`src/hdl/chi_pkg.sv`:
```
// shared types, constants and helpers for the collimator hole index core
package chi_pkg;

   localparam int POS_BITS = 40;
   localparam int IDX_BITS = 21;
   localparam int DIV_BITS = 32;
   localparam int RSQ_BITS = 56;
   localparam int CSR_IDX_BITS = 3;
   localparam int CSR_DATA_BITS = 56;
   localparam int FIFO_DEPTH = 4;
   localparam int FIFO_AW = $clog2(FIFO_DEPTH);
   localparam int REQ_DATA_BITS = 2 * POS_BITS;
   localparam int RSP_FIELD_BITS = 1 + 2 * IDX_BITS;
   localparam int RSP_DATA_BITS = ((RSP_FIELD_BITS + 7) / 8) * 8;

   // register indexes of the configuration port
   typedef enum logic [CSR_IDX_BITS-1:0] {
      CSR_SQUARE_MODE    = 3'd0,
      CSR_HALF_PITCH     = 3'd1,
      CSR_ROW_HEIGHT     = 3'd2,
      CSR_RADIUS_SQUARED = 3'd3,
      CSR_CELL_SIZE      = 3'd4,
      CSR_WALL_THICKNESS = 3'd5
   } csr_index_type;

   localparam logic [DIV_BITS-1:0] RST_HALF_PITCH     = 32'd14000000;
   localparam logic [DIV_BITS-1:0] RST_ROW_HEIGHT     = 32'd24248711;
   localparam logic [RSQ_BITS-1:0] RST_RADIUS_SQUARED = 56'd156250000000000;
   localparam logic [DIV_BITS-1:0] RST_CELL_SIZE      = 32'd99000000;
   localparam logic [DIV_BITS-1:0] RST_WALL_THICKNESS = 32'd16000000;

   // quotients and remainders of one position, handed from front to back
   typedef struct packed {
      logic                square;
      logic [POS_BITS-1:0] quo_x;
      logic [DIV_BITS-1:0] rem_x;
      logic [POS_BITS-1:0] quo_y;
      logic [DIV_BITS-1:0] rem_y;
   } cell_item_type;

   // a divisor of zero acts as one
   function automatic logic [DIV_BITS-1:0] nonzero(input logic [DIV_BITS-1:0] v);
      nonzero = (v == '0) ? DIV_BITS'(1) : v;
   endfunction

endpackage

```
`src/hdl/chi_fifo.sv`:
```
// short queue between front and back
module chi_fifo (
   input  logic                    clock,
   input  logic                    reset,
   input  logic                    push,
   input  chi_pkg::cell_item_type  push_item,
   output logic                    push_ready,
   input  logic                    pop,
   output logic                    pop_valid,
   output chi_pkg::cell_item_type  pop_item
);
   localparam int AW = chi_pkg::FIFO_AW;

   chi_pkg::cell_item_type mem [chi_pkg::FIFO_DEPTH];
   logic [AW-1:0] wr_ff, wr_in, rd_ff, rd_in;
   logic [AW:0]   cnt_ff, cnt_in;
   logic          do_push, do_pop;

   assign push_ready = cnt_ff != (AW+1)'(chi_pkg::FIFO_DEPTH);
   assign pop_valid  = cnt_ff != '0;
   assign do_push    = push && push_ready;
   assign do_pop     = pop && pop_valid;
   assign pop_item   = mem[rd_ff];

   // pointer and fill count update
   always_comb begin
      wr_in  = do_push ? AW'(wr_ff + 1'b1) : wr_ff;
      rd_in  = do_pop ? AW'(rd_ff + 1'b1) : rd_ff;
      cnt_in = cnt_ff + (AW+1)'(do_push) - (AW+1)'(do_pop);
   end

   always_ff @(posedge clock) begin
      if (reset) begin
         wr_ff  <= '0;
         rd_ff  <= '0;
         cnt_ff <= '0;
      end else begin
         wr_ff  <= wr_in;
         rd_ff  <= rd_in;
         cnt_ff <= cnt_in;
      end
   end

   always_ff @(posedge clock) begin
      if (do_push) begin
         mem[wr_ff] <= push_item;
      end
   end
endmodule

```
`config.mk`:
```
export PLATFORM = sky130hd
export DESIGN_NAME = chi_fifo
export DESIGN_NICKNAME = d
export VERILOG_FILES = /design/src/hdl/chi_pkg.sv /design/src/hdl/chi_fifo.sv
export SDC_FILE = /design/constraint.sdc
export NUM_CORES = 1
export LEC_CHECK = 0
export BUFFER_PORTS_ARGS = -buffer_cell sky130_fd_sc_hd__buf_4
export CAP_MARGIN = 20
export CELL_PAD_IN_SITES_DETAIL_PLACEMENT = 1
export CELL_PAD_IN_SITES_GLOBAL_PLACEMENT = 2
export CORE_ASPECT_RATIO = 1.1
export CORE_MARGIN = 4
export CORE_UTILIZATION = 41
export CTS_CLUSTER_SIZE = 24
export DETAILED_ROUTE_END_ITERATION = 8
export GPL_TIMING_DRIVEN = 0
export HOLD_SLACK_MARGIN = 0.08
export PLACE_DENSITY_LB_ADDON = 0.1
export SYNTH_ARGS = -nofsm -noshare
export SYNTH_HDL_FRONTEND = slang
export SYNTH_SLANG_ARGS = --single-unit
export TNS_END_PERCENT = 5
```
`constraint.sdc`:
```
create_clock -name clock -period 5 [get_ports clock]
set_clock_uncertainty 0.15 [all_clocks]
set_input_delay 0.75 -clock clock [delete_from_list [all_inputs] [get_ports clock]]
set_output_delay 0.75 -clock clock [all_outputs]
set_load 0.02 [all_outputs]
```
==> impl_metrics.tcl <==
set metrics [dict create \
    gp_congestion 0.669 \
    whs_endpoint "mem[1][67]" \
    r2r_slack_ns 2.07 \
    synth_top_area_share_pct 81.6 \
    leakage_nw 8.86 \
    fmax_mhz 292 \
    postRouteAntennaNets 0 \
    grt_max_degree 54 \
    ys_warn_count 0 \
    tightest_slew_ns 0.868 \
    worstPathMaxFanout 10 \
    hold_class "primary input to flip-flop" \
    ys_seq_area_share_pct 82.4 \
    wl_um 45500 \
    path_class "flip-flop to output pin" \
    insertion_delay_ns 0.60 \
    final_util_pct 51.6 \
    wl_per_cell_um 24.1 \
    pre_cts_slack_ns 1.76 \
    layout_commonest_cell "edfxtp_1" \
    comb_power_share_pct 28.0 \
    power_density_mw_per_mm2 538 \
    cts-buffers-inserted 58 \
    core_area_mm2 0.0514 \
    placed_area_mm2 0.0247 \
    io_buffers 294 \
    setup_ws_ns 1.58 \
    vdd.ir_drop.worst_mv 0.296 \
    grtUsageMet2_pct 26.9 \
    critPathRequiredTime_ns 4.10 \
    r2r_end "mem[1][144]" \
    fin_area_mm2 0.0265 \
    layout_common_cells "580 x edfxtp_1, 298 x buf_4, 145 x mux4_2" \
    cts_max_path_buffers 3 \
    status "complete, no violations" \
    finalPower_mw 14.2 \
    synth_cell_type_count 24 \
    p_sw_share_pct 28.4 \
    netlist_area_mm2 0.0214 \
    finalWorstPathRequiredPeriod_ns 3.42 \
    num_io_pins 296 \
    start_util_pct 41.6 \
    cts_root_buffer "clkbuf_16" \
    grt_remaining_overflow 0 \
    min_from "push_item[67]" \
    clock-sinks 589 \
    async_reset_ff_share_pct 0 \
    seqPwrFrac_pct 43.2 \
    p_sw_mw 4.05 \
    syn2layout_area_growth_pct 24.1 \
    use_met1_pct 20.7 \
    postSynthCellCount 806 \
    nets 1327 \
    p_int_mw 10.2 \
    drive_gt1_share_pct 45.7 \
    cts_hold_buffers 0 \
    dieWidth_um 226 \
    cp-end-kind "output pin" \
    fin_crit_sh_pct 68.5 \
    final_hold_viol_count 0 \
    top_usage_layer "met2" \
    synth_top_area_cell "edfxtp_1" \
    setup_viol 0 \
    arrival_ns 2.52 \
    cts_resized 0 \
    slew_viol_final 0 \
    ys_ff_latch 589 \
    antenna_found_initial 6 \
    via_count 9576 \
    post-cts-setup-buffer-count 0 \
    worstRegToRegCells 4 \
    rsz0062_at_grt "false" \
    dpl.hpwl_um 29400 \
    die_area_mm2 0.0558 \
    detail_route.iter0.violations 477 \
    routed_via_density 5.08 \
    min_path_cells 1 \
    synth_edf_count 580 \
    cap_violations 0 \
    htreeDepth 2 \
    clkPwrFrac_pct 28.8 \
    syn_nets 962 \
    synth_ff_type "edfxtp_1" \
    cts_tree "built" \
    drc 0 \
    grt_pass1_vias 10500 \
    grt_usage_pct 16.2 \
    r2r_start "cnt_ff[1]" \
    grt_use_met3_pct 6.20 \
    num_rows 87 \
    clk_pin_slew_ns 0.06 \
    syn_avg_cell_area_um2 26.5 \
    die_h_um 247 \
    yosys-top-cells-area "edfxtp_1 82%, mux4_2 15%, dfxtp_1 0.84%, buf_2 0.37%, buf_6 0.37%" \
    grt_pass1_wl_um 67500 \
    drtPass1Iterations 4 \
    max_slew_margin_pct 42.1 \
    start_kind "flip-flop" \
]
## registers in the layout (all words and copies together) (netlist names), named ones only
name,count
cnt_ff,3
rd_ff,2
mem,580
wr_ff,2
## cells in the mapped netlist (2+ instances only)
cell type    n
inv_1        5
ha_1         6
dfxtp_1      9
buf_4        4
buf_6        7
and2_1       5
edfxtp_1   580
mux4_2     145
nand2b_1     2
clkbuf_1     6
buf_2       16
xor2_1       2
nor2_1       8
## critical path, stage by stage, from the launching register on
cell and delay, ns:
dfxtp_1 0.30, buf_2 0.33, buf_2 0.36, buf_2 0.36
mux4_2 0.37, buf_4 0.18
## power groups by stage
stage | Combinational, mW | Clock, mW | Sequential [mW]
finish | 3.98 | 4.10 | 6.16
global route | 4.27 | 4.46 | 6.20
CTS | 4.13 | 4.24 | 6.17
detailed placement | 4.11 | 0 | 6.27
global placement | 4.00 | 0 | 6.42
floorplan | 2.39 | 0 | 6.31
## routing by layer
| layer | part of all wire (%) | wire [um] |
|---|---|---|
| met1 | 40 | 18200 |
| met2 | 51 | 23000 |
| met3 | 7.7 | 3510 |
| met4 | 1.6 | 712 |
| met5 | 0.18 | 84 |
## metrics by stage
step	setup TNS [ns]	hold slack (ns)	instances
3_5_place_dp	0	0.360	1778
3_3_place_gp	-1586.84	0.349	1767
4_1_cts	0	0.149	1884
2_1_floorplan	-66.46	0.332	806
5_1_grt	0	0.155	1884
6_report	0	0.195	1885
## cell type report
cell class,count,area (um2)
multi-input cells,179,3540
clock buffers,74,1530
fillers,4527,24900
diodes,1,2.50
repair buffers,305,2510
inverters,5,18.8
flip-flops and latches,589,17600
clock inverters,32,249
well taps,667,835
plain buffers,33,211
## logic make-up after synthesis
| group | Yosys count | synth area share [%] |
|---|---|---|
| multiplexers | 147 | 15.4 |
| adder cells (fa/ha/maj) | 7 | 0.445 |
| XOR/XNOR | 3 | 0.123 |
| buffers and inverters | 38 | 1.08 |
| AO/OA/AOI/OAI | 3 | 0.117 |
| AND/OR/NAND/NOR | 19 | 0.445 |
| flip-flops | 589 | 82.4 |
## worst max-delay path by stage
| stage | cells past startpoint | startpoint | slack [ns] | to |
|---|---|---|---|---|
| finish | 5 | flip-flop | 1.58 | pop_item[102] |
| global route | 5 | flip-flop | 1.39 | pop_item[108] |
| CTS | 5 | flip-flop | 1.45 | pop_item[108] |
| detailed placement | 4 | push | 1.76 | mem[1][139] |
| global placement | 3 | push | -3.55 | mem[1][139] |
| floorplan | 2 | push | -0.15 | mem[3][0] |
No activity file was read; power rests on OpenSTA's default activity.
